===== config.mk =====
export PLATFORM = sky130hd
export DESIGN_NAME = tilt_angle_average_bar
export DESIGN_NICKNAME = d
export VERILOG_FILES = /design/src/rtl/core/taab_pkg.sv /design/src/rtl/core/tilt_angle_average_bar.sv
export SDC_FILE = /design/constraint.sdc
export NUM_CORES = 1
export LEC_CHECK = 0
export ABC_AREA = 1
export BUFFER_PORTS_ARGS = -buffer_cell sky130_fd_sc_hd__buf_2
export CAP_MARGIN = 10
export CORE_MARGIN = 8
export CORE_UTILIZATION = 40
export DETAILED_ROUTE_END_ITERATION = 7
export PLACE_DENSITY_LB_ADDON = 0.3
export SKIP_LAST_GASP = 1
export SLEW_MARGIN = 10
export SYNTH_ARGS = -nofsm -noshare
export SYNTH_HDL_FRONTEND = slang
export SYNTH_SLANG_ARGS = --single-unit

===== constraint.sdc =====
create_clock -name aclk -period 6.9 [get_ports aclk]
set_clock_uncertainty 0.05 [all_clocks]
set_input_delay 1.035 -clock aclk [delete_from_list [all_inputs] [get_ports aclk]]
set_output_delay 1.035 -clock aclk [all_outputs]
set_load 0.05 [all_outputs]

===== src/rtl/core/taab_pkg.sv =====
// Package for the tilt angle average bar block.
// Holds the payload structs, the CORDIC angle table and the sequencer states.
// No dependencies.
`timescale 1ns / 1ps
package taab_pkg;

    typedef struct packed {
        logic signed [15:0] accel_x;
        logic signed [15:0] accel_z;
    } in_item_t;

    typedef struct packed {
        logic signed [16:0] mean_pitch;
        logic [8:0]         bar_length;
    } out_item_t;

    localparam int CORDIC_STEPS = 24;
    localparam int STEP_W       = 5;
    localparam int ACC_W        = 31;
    localparam int VEC_W        = 27;
    localparam logic signed [ACC_W-1:0] Q28_HALF_PI = 31'sd421657428;
    localparam int DEG_NUM      = 573;
    localparam int DEG_DEN      = 10;

    typedef enum logic [2:0] {
        ST_IDLE,
        ST_ITER,
        ST_SCALE,
        ST_DEG,
        ST_RING,
        ST_DIV,
        ST_OUT
    } state_t;

    // Arctangent of 2^-i in unsigned Q28 radians.
    function automatic logic [27:0] atan_q28(input logic [STEP_W-1:0] i);
        logic [27:0] r;
        begin
            case (i)
                5'd0:  r = 28'd210828714;
                5'd1:  r = 28'd124459457;
                5'd2:  r = 28'd65760959;
                5'd3:  r = 28'd33381290;
                5'd4:  r = 28'd16755422;
                5'd5:  r = 28'd8385879;
                5'd6:  r = 28'd4193963;
                5'd7:  r = 28'd2097109;
                5'd8:  r = 28'd1048571;
                5'd9:  r = 28'd524287;
                default: r = 28'd1 << (5'd28 - i);
            endcase
            return r;
        end
    endfunction

endpackage


===== src/rtl/core/tilt_angle_average_bar.sv =====
// Top level of the tilt angle average bar block.
// Uses taab_pkg for payload types, the angle table and states.
`timescale 1ns / 1ps
// Usage:
// The s_ channel takes one transaction per sensor sample holding raw X and Z.
// The m_ channel returns one transaction per sample: the mean pitch of the
// last WINDOW samples in 1/256 degree and a display bar length.
// An item is accepted only while the sequencer is idle. The angle comes from a
// vectoring CORDIC that runs one iteration per cycle. ST_SCALE then
// forms the scaled angle, a restoring divide by ten turns it into degrees,
// ST_RING updates the ring, and a restoring divide by WINDOW retires one
// quotient bit per cycle. ST_OUT loads the result register and raises
// m_valid, after which the sequencer returns to idle and can accept the
// next sample; a new sample is not taken before the last one is through.
// Reset (synchronous, active-low aresetn) clears the ring, its running sum
// and the write slot, so the first means are taken over zeros.
// When the receiver stalls, the result register holds its transaction with
// m_valid high. The next sample is still accepted and computed, and its
// result waits in the last sequencer state until the register is taken.
module tilt_angle_average_bar #(
    parameter int WINDOW = 5,
    parameter int ANGLE_FRAC_BITS = 8
) (
    input  logic                 aclk,
    input  logic                 aresetn,
    input  logic                 s_valid,
    output logic                 s_ready,
    input  taab_pkg::in_item_t   s_data,
    output logic                 m_valid,
    input  logic                 m_ready,
    output taab_pkg::out_item_t  m_data
);
    localparam int SLOT_W = (WINDOW > 1) ? $clog2(WINDOW) : 1;
    localparam int SUM_W  = 22;
    localparam int QW     = 21;
    localparam int QCW    = $clog2(QW + 1);
    localparam int ACC_W  = taab_pkg::ACC_W;
    localparam int VEC_W  = taab_pkg::VEC_W;
    localparam int NUM_W  = ACC_W + 10;

    taab_pkg::state_t state_reg, state_next;

    logic signed [VEC_W-1:0]  cx_reg, cy_reg;
    logic signed [ACC_W-1:0]  acc_reg;
    logic [taab_pkg::STEP_W-1:0] step_reg;
    logic                     x_neg_reg, zero_ang_reg;
    logic signed [16:0]       pitch_ring_reg [WINDOW];
    logic [SLOT_W-1:0]        write_slot_reg;
    logic signed [SUM_W-1:0]  ring_sum_reg;
    logic [QW-1:0]            rem_reg, quo_reg;
    logic [QCW-1:0]           qcnt_reg;
    logic                     sum_neg_reg;
    taab_pkg::out_item_t      out_reg;
    logic                     m_valid_reg;

    // One CORDIC micro-rotation with floor shifts.
    logic signed [VEC_W-1:0] sh_x, sh_y;
    logic signed [ACC_W-1:0] atan_v;
    assign sh_x   = cx_reg >>> step_reg;
    assign sh_y   = cy_reg >>> step_reg;
    assign atan_v = ACC_W'(taab_pkg::atan_q28(step_reg));

    // Angle times 57.3 with the half-LSB rounding offset, ready for the
    // divide by ten; dropping the low Q28 bits first leaves the quotient exact.
    logic [ACC_W-1:0]        theta;
    logic [NUM_W-1:0]        num;
    logic [QW-1:0]           deg_t;
    assign theta = (acc_reg < 0 || zero_ang_reg) ? '0 : acc_reg;
    assign num   = NUM_W'(theta) * NUM_W'(taab_pkg::DEG_NUM);
    assign deg_t = QW'(num >> (28 - ANGLE_FRAC_BITS)) + QW'(taab_pkg::DEG_DEN / 2);

    // Signed pitch from the degree quotient, and the new ring sum.
    logic signed [16:0]      pitch;
    logic signed [SUM_W-1:0] sum_new;
    assign pitch   = x_neg_reg ? $signed(quo_reg[16:0]) : -$signed(quo_reg[16:0]);
    assign sum_new = ring_sum_reg - SUM_W'(pitch_ring_reg[write_slot_reg]) + SUM_W'(pitch);

    // One restoring divide step, by ten for degrees or by WINDOW for the mean.
    logic [QW:0]   divisor;
    logic [QW:0]   trial;
    logic [QW-1:0] rem_step, quo_step;
    assign divisor  = (state_reg == taab_pkg::ST_DEG) ? (QW+1)'(taab_pkg::DEG_DEN) :
                                                        (QW+1)'(WINDOW);
    assign trial    = {rem_reg, quo_reg[QW-1]} - divisor;
    assign rem_step = trial[QW] ? {rem_reg[QW-2:0], quo_reg[QW-1]} : trial[QW-1:0];
    assign quo_step = {quo_reg[QW-2:0], !trial[QW]};

    logic [16:0] mean_mag;
    logic signed [16:0] mean_s;
    assign mean_mag = quo_reg[16:0];
    assign mean_s   = sum_neg_reg ? -$signed(mean_mag) : $signed(mean_mag);

    // State register.
    always_ff @(posedge aclk) begin
        if (!aresetn) begin
            state_reg <= taab_pkg::ST_IDLE;
        end else begin
            state_reg <= state_next;
        end
    end

    // Next state.
    always_comb begin
        state_next = state_reg;
        unique case (state_reg)
            taab_pkg::ST_IDLE:  if (s_valid) state_next = taab_pkg::ST_ITER;
            taab_pkg::ST_ITER:  if (step_reg == 5'(taab_pkg::CORDIC_STEPS - 1))
                                    state_next = taab_pkg::ST_SCALE;
            taab_pkg::ST_SCALE: state_next = taab_pkg::ST_DEG;
            taab_pkg::ST_DEG:   if (qcnt_reg == QCW'(QW - 1)) state_next = taab_pkg::ST_RING;
            taab_pkg::ST_RING:  state_next = taab_pkg::ST_DIV;
            taab_pkg::ST_DIV:   if (qcnt_reg == QCW'(QW - 1)) state_next = taab_pkg::ST_OUT;
            taab_pkg::ST_OUT:   if (!m_valid_reg || m_ready) state_next = taab_pkg::ST_IDLE;
            default:            state_next = taab_pkg::ST_IDLE;
        endcase
    end

    assign s_ready = (state_reg == taab_pkg::ST_IDLE);

    // Datapath and ring state.
    always_ff @(posedge aclk) begin
        if (!aresetn) begin
            for (int i = 0; i < WINDOW; i++) pitch_ring_reg[i] <= '0;
            write_slot_reg <= '0;
            ring_sum_reg   <= '0;
            m_valid_reg    <= 1'b0;
        end else begin
            // The result register is refilled when free or drained this cycle.
            if (state_reg == taab_pkg::ST_OUT && (!m_valid_reg || m_ready)) begin
                m_valid_reg <= 1'b1;
            end else if (m_valid_reg && m_ready) begin
                m_valid_reg <= 1'b0;
            end
            case (state_reg)
                taab_pkg::ST_IDLE: begin
                    if (s_valid) begin
                        x_neg_reg    <= s_data.accel_x[15];
                        zero_ang_reg <= (s_data.accel_x == 16'sd0) && !s_data.accel_z[15];
                        step_reg     <= '0;
                        if (s_data.accel_z[15]) begin
                            cx_reg  <= VEC_W'($signed({s_data.accel_x[15] ?
                                       -{s_data.accel_x[15], s_data.accel_x} :
                                       {s_data.accel_x[15], s_data.accel_x}, 8'd0}));
                            cy_reg  <= VEC_W'($signed({-{s_data.accel_z[15],
                                       s_data.accel_z}, 8'd0}));
                            acc_reg <= taab_pkg::Q28_HALF_PI;
                        end else begin
                            cx_reg  <= VEC_W'($signed({{s_data.accel_z[15], s_data.accel_z},
                                       8'd0}));
                            cy_reg  <= VEC_W'($signed({s_data.accel_x[15] ?
                                       -{s_data.accel_x[15], s_data.accel_x} :
                                       {s_data.accel_x[15], s_data.accel_x}, 8'd0}));
                            acc_reg <= '0;
                        end
                    end
                end
                taab_pkg::ST_ITER: begin
                    if (cy_reg >= 0) begin
                        cx_reg  <= cx_reg + sh_y;
                        cy_reg  <= cy_reg - sh_x;
                        acc_reg <= acc_reg + atan_v;
                    end else begin
                        cx_reg  <= cx_reg - sh_y;
                        cy_reg  <= cy_reg + sh_x;
                        acc_reg <= acc_reg - atan_v;
                    end
                    step_reg <= step_reg + 1'b1;
                end
                taab_pkg::ST_SCALE: begin
                    quo_reg  <= deg_t;
                    rem_reg  <= '0;
                    qcnt_reg <= '0;
                end
                taab_pkg::ST_DEG: begin
                    rem_reg  <= rem_step;
                    quo_reg  <= quo_step;
                    qcnt_reg <= qcnt_reg + 1'b1;
                end
                taab_pkg::ST_RING: begin
                    pitch_ring_reg[write_slot_reg] <= pitch;
                    ring_sum_reg   <= sum_new;
                    write_slot_reg <= (write_slot_reg == SLOT_W'(WINDOW - 1)) ?
                                      '0 : write_slot_reg + 1'b1;
                    sum_neg_reg    <= sum_new[SUM_W-1];
                    quo_reg        <= QW'(sum_new[SUM_W-1] ? -sum_new : sum_new);
                    rem_reg        <= '0;
                    qcnt_reg       <= '0;
                end
                taab_pkg::ST_DIV: begin
                    rem_reg  <= rem_step;
                    quo_reg  <= quo_step;
                    qcnt_reg <= qcnt_reg + 1'b1;
                end
                taab_pkg::ST_OUT: begin
                    if (!m_valid_reg || m_ready) begin
                        out_reg.mean_pitch    <= mean_s;
                        out_reg.bar_length    <= 9'({mean_mag >> ANGLE_FRAC_BITS, 1'b0});
                    end
                end
                default: ;
            endcase
        end
    end

    assign m_valid = m_valid_reg;
    assign m_data  = out_reg;
endmodule


==> results by group, run 1 <==
Timing
  • Crit path time final: 6.449 ns
  • Hold Fails Final Rpt: 0
  • Period utilization: 0.9346
  • Setup violation total in the final timing report: 0
  • Final hold slack: 0.4103 ns
  • RSZ-0062 raised after global routing: yes
  • Slew headroom: 0.2568
  • Worst-Margin Slew: 1.114 ns
  • Final WS setup: roughly 0.45 ns
  • Number of pins with negative max-slew slack in the final report: 0
  • Max Clk Rate: approximately 160 MHz

Clock network
  • Number of sinks driven by the clock tree: 333
  • Buffer type at the clock tree root: clkbuf_16
  • Post-CTS setup repair buffer count: 0
  • Level count of the clock H-tree: 2
  • CTS tree: yes
  • Clock latency reported for the late side of the worst-skew pair: approximately 0.6 ns
  • Max Root-Sink Buffers: 3
  • Number of clock buffers inserted by TritonCTS: just over 40
  • Count of hold buffers inserted by post-cts repair: 0
  • Clock slew at the register clock pins of the worst setup and hold paths: about 0.060 ns

Worst setup path
  • Critical path fanouts, max: 23
  • Worst Reg2Reg Path Length in Cells: 29
  • Maximum single-stage delay on the critical path: around 0.54 ns
  • Arrival @ worst endpoint: 6.70 ns
  • Launching element type of the critical path: register
  • Master of the slowest instance on the critical path: fa_1
  • Destination of the worst register-to-register timing path: quo_reg[17]$_DFFE_PP_
  • Setup slack on the worst flop-to-flop path: between 0.4 and 0.5 ns
  • Top cell by count, worst path: nand2_1
  • Critical path endpoint category: register
  • Required @ worst endpoint: roughly 7.2 ns
  • Launch instance of the worst register-to-register path: acc_reg[30]$_SDFFCE_PN0P_
  • Path type of the worst setup path: register to register

Outcome
  • Result of the run: complete, no violations

Placement
  • Worst-case setup slack after placement: approximately 0.23 ns
  • Detailed Place HPWL: around 84 mm
  • Total of buffers placed on input and output ports: 62
  • Routability cong.: between 0.9 and 1

Route
  • Topmost layer with routed signal wires: met4
  • Initial DRC count: approximately 2700
  • Vias: 33000
  • Routed length on met2: about 48 mm
  • Met1 wire length: 48.43 mm
  • Post-route DRC violation count: 0
  • Routed length per placed instance: 17.03 um
  • Post-route ant nets: 0
  • Post-DR vias/cell: 5.263
  • Post-detailed-routing wire length: 106.8 mm
  • Routed wl met3: around 6.3 mm
  • Number of optimization iterations in the first detailed-route pass: 7

Die
  • Floorplan die height: 309.8 um
  • Horiz. Die Dim: roughly 310 um
  • Die outline area: 95990 um^2
  • Starting Density: 0.4043
  • Standard-cell row count: approximately 110
  • Core outline area: around 85000 um^2
  • Ports: between 60 and 70

Synth
  • Proportion of synthesized chip area in sequential cells: 0.2803
  • Mean post-synth cell area: approximately 7 um^2
  • Leading register cell type out of synthesis: edfxtp_1
  • Warning count from the yosys run: 0
  • Mapped Cells: about 5000
  • Number of synthesized flops with an enable pin: roughly 300
  • Count of cell types in the netlist: 58
  • Synthesized area: between 30000 and 40000 um^2
  • Share of flip-flops with an asynchronous set or reset: 0
  • Register bit count reported by yosys: 333

Final layout
  • Antenna Cells: 0
  • Share of cells above drive strength 1: 0.05365
  • Net count, final: about 5500
  • Max reg flops: 136
  • End-of-flow core utilization: 0.4421
  • Area Growth Syn to Fin: 9.359%

Global route
  • All-layer global routing usage: 0.2177
  • Global-route wire length before repair: 168.8 mm
  • Number of global-route vias before repair: between 30000 and 40000
  • Antenna violations before repair: 1
  • Pin count of the biggest net entering global routing: slightly above 90
  • Remaining global-route overflow: 0

Hold path
  • Path class of the lowest-slack min-delay path: register to register
  • Hold path startpoint: ring_sum_reg[1]$_SDFFE_PN0P_
  • Endpoint of the worst hold path: ring_sum_reg[1]$_SDFFE_PN0P_
  • Hold depth: 2

Job
  • Max-cap check violation count: 0
-- per-layer routing --
layer  up-vias  track usage
li1      16550            -
met1     15240       0.2944
met2      1029       0.3627
met3       183      0.02358
met4         0      0.07264
met5         -            0
-- per-stage QoR --
stage               cell area [um^2]  cells   TNS [ns]
floorplan                      34550   5053          0
global placement               36370   6195          0
detailed placement             36370   6195          0
CTS                            37730   6270          0
global route                   37760   6270  -0.003087
finish                         37760   6270          0
-- area by class of cell --
cell class                      count  area [um^2]
Clock buffer                       54         1135
Clock inverter                     21        217.7
Fill cell                        8998        47650
Inverter                          802         3010
Multi-Input combinational cell   3777        21380
Sequential cell                   333         9681
Tap cell                         1144         1431
Timing Repair Buffer              139        913.4
-- synthesized netlist by cell type (5+ instances only) --
library cell | n | share of area
inv_2 | 10 | 0.0011
nor4_1 | 9 | 0.0016
a22oi_1 | 10 | 0.0022
o22ai_1 | 22 | 0.0040
clkbuf_1 | 92 | 0.010
xnor2_1 | 55 | 0.014
buf_1 | 25 | 0.0027
buf_2 | 19 | 0.0028
a211oi_1 | 5 | 0.0011
xor2_1 | 107 | 0.027
a31o_2 | 10 | 0.0025
clkinv_1 | 11 | 0.0012
dfxtp_1 | 32 | 0.019
o21ai_0 | 369 | 0.053
o21bai_1 | 22 | 0.0048
nand4_1 | 57 | 0.010
a31oi_1 | 35 | 0.0063
nand2_1 | 1227 | 0.13
nand3_1 | 340 | 0.049
a21o_1 | 13 | 0.0028
or2_2 | 14 | 0.0025
o211ai_1 | 41 | 0.0089
nand3b_1 | 15 | 0.0033
o21ai_1 | 22 | 0.0032
a21oi_1 | 263 | 0.038
o31ai_1 | 8 | 0.0017
edfxtp_1 | 301 | 0.26
nor2_2 | 7 | 0.0013
o21a_1 | 16 | 0.0035
o221ai_1 | 8 | 0.0020
and2_1 | 6 | 0.0011
ha_1 | 217 | 0.079
inv_1 | 781 | 0.085
nor3_1 | 59 | 0.0086
fa_1 | 120 | 0.070
nor2_1 | 658 | 0.072
-- worst max path at each step --
stage	startpoint	slack (ns)	to
after floorplan	aresetn	0.53	acc_reg[0]$_SDFFCE_PN0P_
after global placement	quo_reg[0]$_DFFE_PP_	0.14	quo_reg[1]$_DFFE_PP_
after detailed placement	quo_reg[0]$_DFFE_PP_	0.23	quo_reg[1]$_DFFE_PP_
after CTS	quo_reg[0]$_DFFE_PP_	0.21	quo_reg[1]$_DFFE_PP_
after global routing	acc_reg[30]$_SDFFCE_PN0P_	-0.003	quo_reg[18]$_DFFE_PP_
final	acc_reg[30]$_SDFFCE_PN0P_	0.45	quo_reg[17]$_DFFE_PP_
-- cell usage in the layout (no fill, tap or decap), types with 6 or more instances in the layout --
master / count
xor2_1: 107
a31o_2: 10
o21a_1: 16
fa_1: 120
nand3_1: 340
o211ai_1: 41
clkbuf_1: 7
xnor2_1: 55
ha_1: 217
buf_4: 75
and2_1: 6
inv_2: 12
nor4_1: 8
a21o_1: 13
clkbuf_16: 41
a22oi_1: 10
conb_1: 6
inv_1: 779
nor2_4: 6
o21ai_1: 22
nand2_1: 1226
or2_2: 14
o221ai_1: 8
buf_2: 62
o21bai_1: 21
clkinv_1: 16
edfxtp_1: 301
o31ai_1: 8
nor2_1: 648
a21oi_1: 261
nor2_2: 14
dfxtp_1: 31
nand4_1: 57
o21ai_0: 368
a31oi_1: 35
nor3_1: 57
o22ai_1: 22
clkbuf_8: 6
nand3b_1: 15
-- kinds of logic after synthesis --
kind of cell	share of synthesized area
AOI/OAI and AO/OA	0.1384
buffers and inverters	0.1038
muxes	0.0002899
other	0.0002175
xor gates and xnor gates	0.04109
and+or+nand+nor	0.2877
adders and majority gates	0.1482
DFF	0.2803
-- critical path, delay by kind of cell, from the launching register on --
kind	cells	cell delay, ns
buf+inv	5	0.63
fa+ha+maj	5	2.30
simple gates	19	2.73
flops	1	0.42
-- timing repair --
item                                   CTS  global route
setup endpoints to repair                0            18
endpoints found under the hold margin    0             0
resized for setup                        0            12
Power of run 1 is not shown: default switching activity piles up to over one toggle a cycle in this logic, so the estimate is an artifact.
==> run 2: changes to the inputs <==
--- a/config.mk
+++ b/config.mk
@@ -9,7 +9,7 @@
 export BUFFER_PORTS_ARGS = -buffer_cell sky130_fd_sc_hd__buf_2
 export CAP_MARGIN = 10
 export CORE_MARGIN = 8
-export CORE_UTILIZATION = 40
+export CORE_UTILIZATION = 65
 export DETAILED_ROUTE_END_ITERATION = 7
 export PLACE_DENSITY_LB_ADDON = 0.3
 export SKIP_LAST_GASP = 1
==> constraint.sdc (replaced) <==
create_clock -name aclk -period 6.9 [get_ports aclk]
set_clock_uncertainty 0.05 [all_clocks]
set_input_delay 0 -clock aclk [delete_from_list [all_inputs] [get_ports aclk]]
set_output_delay 0 -clock aclk [all_outputs]
set_load 0.05 [all_outputs]
==> run 2 against run 1 <==
- count of clock-buffer cells in the layout decreased by 9
- cell area shrank 0.66%
- cell count is 6.9% lower
- the flow now finishes with violations (design-rule violations)
- core utilization rose by 27 points
- global-route usage grew 13 points
- via count increased by 4.3%
- wire length is 0.54% higher
- register-to-register slack hardly changed
==> results by group, run 2 (synthesized netlist as in run 1, its figures left out) <==
Global route
  • All-layer global routing usage: 0.3451 (was 0.2177)
  • Global-route wire length before repair: 169.7 mm (was 168.8 mm)
  • Number of global-route vias before repair: 32720 (was 31290)
  • Pin count of the biggest net entering global routing: 90 (was 93)
  • Antenna violations before repair: 0 (was 1)
  • Remaining global-route overflow: 0 (unchanged)

Worst setup path
  • First element of the critical path: step_reg[2]$_SDFFCE_PN0P_ (was acc_reg[30]$_SDFFCE_PN0P_)
  • Top cell by count, worst path: nand2_1 (unchanged)
  • Critical path endpoint category: register (unchanged)
  • Kind of cell adding the most delay to the critical path: simple AND/OR/NAND/NOR gates (unchanged)
  • Maximum single-stage delay on the critical path: 0.63 ns (was 0.54 ns)
  • Arrival @ worst endpoint: 6.74 ns (was 6.70 ns)
  • Launching element type of the critical path: register (unchanged)
  • Total buffers and inverters traversed by the critical path: 2 (was 5)
  • Critical path fanouts, max: 28 (was 23)
  • Launch instance of the worst register-to-register path: step_reg[2]$_SDFFCE_PN0P_ (was acc_reg[30]$_SDFFCE_PN0P_)
  • Path type of the worst setup path: register to register (unchanged)
  • Master of the slowest instance on the critical path: nor2_2 (was fa_1)
  • Required @ worst endpoint: 7.18 ns (was 7.15 ns)

Timing
  • Slew headroom: 0.1512 (was 0.2568)
  • Hold Fails Final Rpt: 0 (unchanged)
  • Setup violation total in the final timing report: 0 (unchanged)
  • Final WS setup: 0.4449 ns (was 0.4514 ns)
  • Period utilization: 0.9355 (was 0.9346)
  • RSZ-0062 raised after global routing: yes (unchanged)
  • Number of pins with negative max-slew slack in the final report: 0 (unchanged)
  • Worst-Margin Slew: 1.273 ns (was 1.114 ns)
  • Max Clk Rate: 154.9 MHz (was 155.1 MHz)
  • Setup TNS: 0 ns (unchanged)
  • Crit path time final: 6.455 ns (was 6.449 ns)

Placement
  • Total cell area at the placement stage: 35600 um^2 (was 36370 um^2)
  • Worst-case setup slack after placement: 0.2868 ns (was 0.2315 ns)
  • Routability cong.: 1.011 (was 0.9563)
  • Detailed Place HPWL: 80.95 mm (was 84.06 mm)
  • Total of buffers placed on input and output ports: 62 (unchanged)

Clock network
  • CTS tree: yes (unchanged)
  • Max Root-Sink Buffers: 3 (unchanged)
  • Clock slew at the register clock pins of the worst setup and hold paths: 0.06 ns (about the same)
  • Clock latency reported for the late side of the worst-skew pair: 0.59 ns (was 0.61 ns)
  • Buffer type at the clock tree root: clkbuf_16 (unchanged)
  • Number of sinks driven by the clock tree: 333 (unchanged)
  • Number of clock buffers inserted by TritonCTS: 39 (was 41)
  • Level count of the clock H-tree: 2 (unchanged)

Route
  • Post-detailed-routing wire length: 107.4 mm (was 106.8 mm)
  • Post-route ant nets: 0 (unchanged)
  • Initial DRC count: 4038 (was 2702)
  • Post-DR vias/cell: 5.897 (was 5.263)
  • Post-route DRC violation count: 1 (was 0)
  • Routed length per placed instance: 18.39 um (was 17.03 um)
  • Vias: 34430 (was 33000)
  • Number of optimization iterations in the first detailed-route pass: 8 (was 7)

Final layout
  • Share of cells above drive strength 1: 0.04971 (was 0.05365)
  • Fillcell total: 4434 (was 8998)
  • Most common library cell in the layout ignoring fill and taps: nand2_1 (unchanged)
  • End-of-flow core utilization: 0.7139 (was 0.4421)
  • Max reg flops: 136 (unchanged)
  • Top library cells by usage in the layout, fill and taps aside: nand2_1 (1226), inv_1 (780), nor2_1 (641) (was nand2_1 (1226), inv_1 (779), nor2_1 (648))
  • Antenna Cells: 0 (unchanged)
  • Final design instance area without fill: 37520 um^2 (was 37760 um^2)
  • Net count, final: 5493 (was 5467)
  • Area Growth Syn to Fin: 8.642% (was 9.359%)

Hold path
  • Path class of the lowest-slack min-delay path: input port to register (was register to register)
  • Hold path startpoint: s_data[17] (was ring_sum_reg[1]$_SDFFE_PN0P_)

Die
  • Standard-cell row count: 84 (was 107)
  • Core outline area: 52550 um^2 (was 85410 um^2)
  • Horiz. Die Dim: 246.5 um (was 309.8 um)
  • Ports: 64 (unchanged)
  • Starting Density: 0.6571 (was 0.4043)
  • Floorplan die height: 246.5 um (was 309.8 um)
  • Die outline area: 60760 um^2 (was 95990 um^2)

Outcome
  • Result of the run: finished with violations (was complete, no violations)
  • Failing checks: design-rule violations

Job
  • Max-cap check violation count: 0 (unchanged)
[run 2: cell count changes in the layout (fill, tap and decap cells not counted), moves of 3 or more]
cell / previous run / this run
inv_6: 0 / 4
clkbuf_1: 7 / 4
clkinv_4: 4 / 0
buf_4: 75 / 50
nor2_1: 648 / 641
dlygate4sd3_1: 0 / 52
clkbuf_8: 6 / 2
clkinv_2: 4 / 8
nor2_2: 14 / 21
[run 2: metal layers]
metal  wire length [um]  up-vias  track usage
met5                  0        -            0
met4               4989        0       0.1486
met3              10630      334      0.06444
met2              48490     1831       0.5640
met1              43250    15650       0.4452
li1                   -    16610            -
[run 2: path summary, 6_finish.rpt]
path                                  endpoint  slack, ns  cells after the start
setup / recovery     acc_reg[30]$_SDFFCE_PN0P_       0.44                     28
hold / removal             cy_reg[9]$_DFFE_PP_       0.08                      5
setup reg to reg     acc_reg[30]$_SDFFCE_PN0P_       0.44                     28
hold reg to reg   ring_sum_reg[1]$_SDFFE_PN0P_       0.42                      2
[run 2: cell type report]
cell class                 instances  area, um^2  area share
multi-input combinational       3777       21390      0.5701
sequential                       333        9681      0.2580
inverter                         802        3014     0.08034
timing repair buffer             167        1257     0.03352
clock buffer                      45        1018     0.02715
tap                              688       860.8     0.02295
clock inverter                    26       295.3    0.007871
[run 2: worst register-to-register path: cells and delay by family, from the launching register on]
family | cells | cell delay (ns)
AO/OA/AOI/OAI | 7 | 1.68
buffers and inverters | 2 | 0.27
AND/OR/NAND/NOR | 16 | 2.73
flip-flops | 1 | 0.57
adder cells (fa/ha/maj) | 2 | 0.60
XOR/XNOR | 1 | 0.33
[run 2: through the flow]
step | hold slack (ns) | std cells
floorplan | 0.04887 | 5053
global placement | 0.2615 | 5713
detailed placement | 0.2627 | 5713
CTS | 0.04635 | 5836
global route | 0.1102 | 5838
finish | 0.08370 | 5838
[run 2: repair_timing]
action                                 CTS  global route
endpoints found under the hold margin   54             0
hold buffers                            52             0
gates resized for setup                  0            20
setup endpoints to repair                0            20
setup buffers                            0             2
Power of run 2 is left out for the same reason.
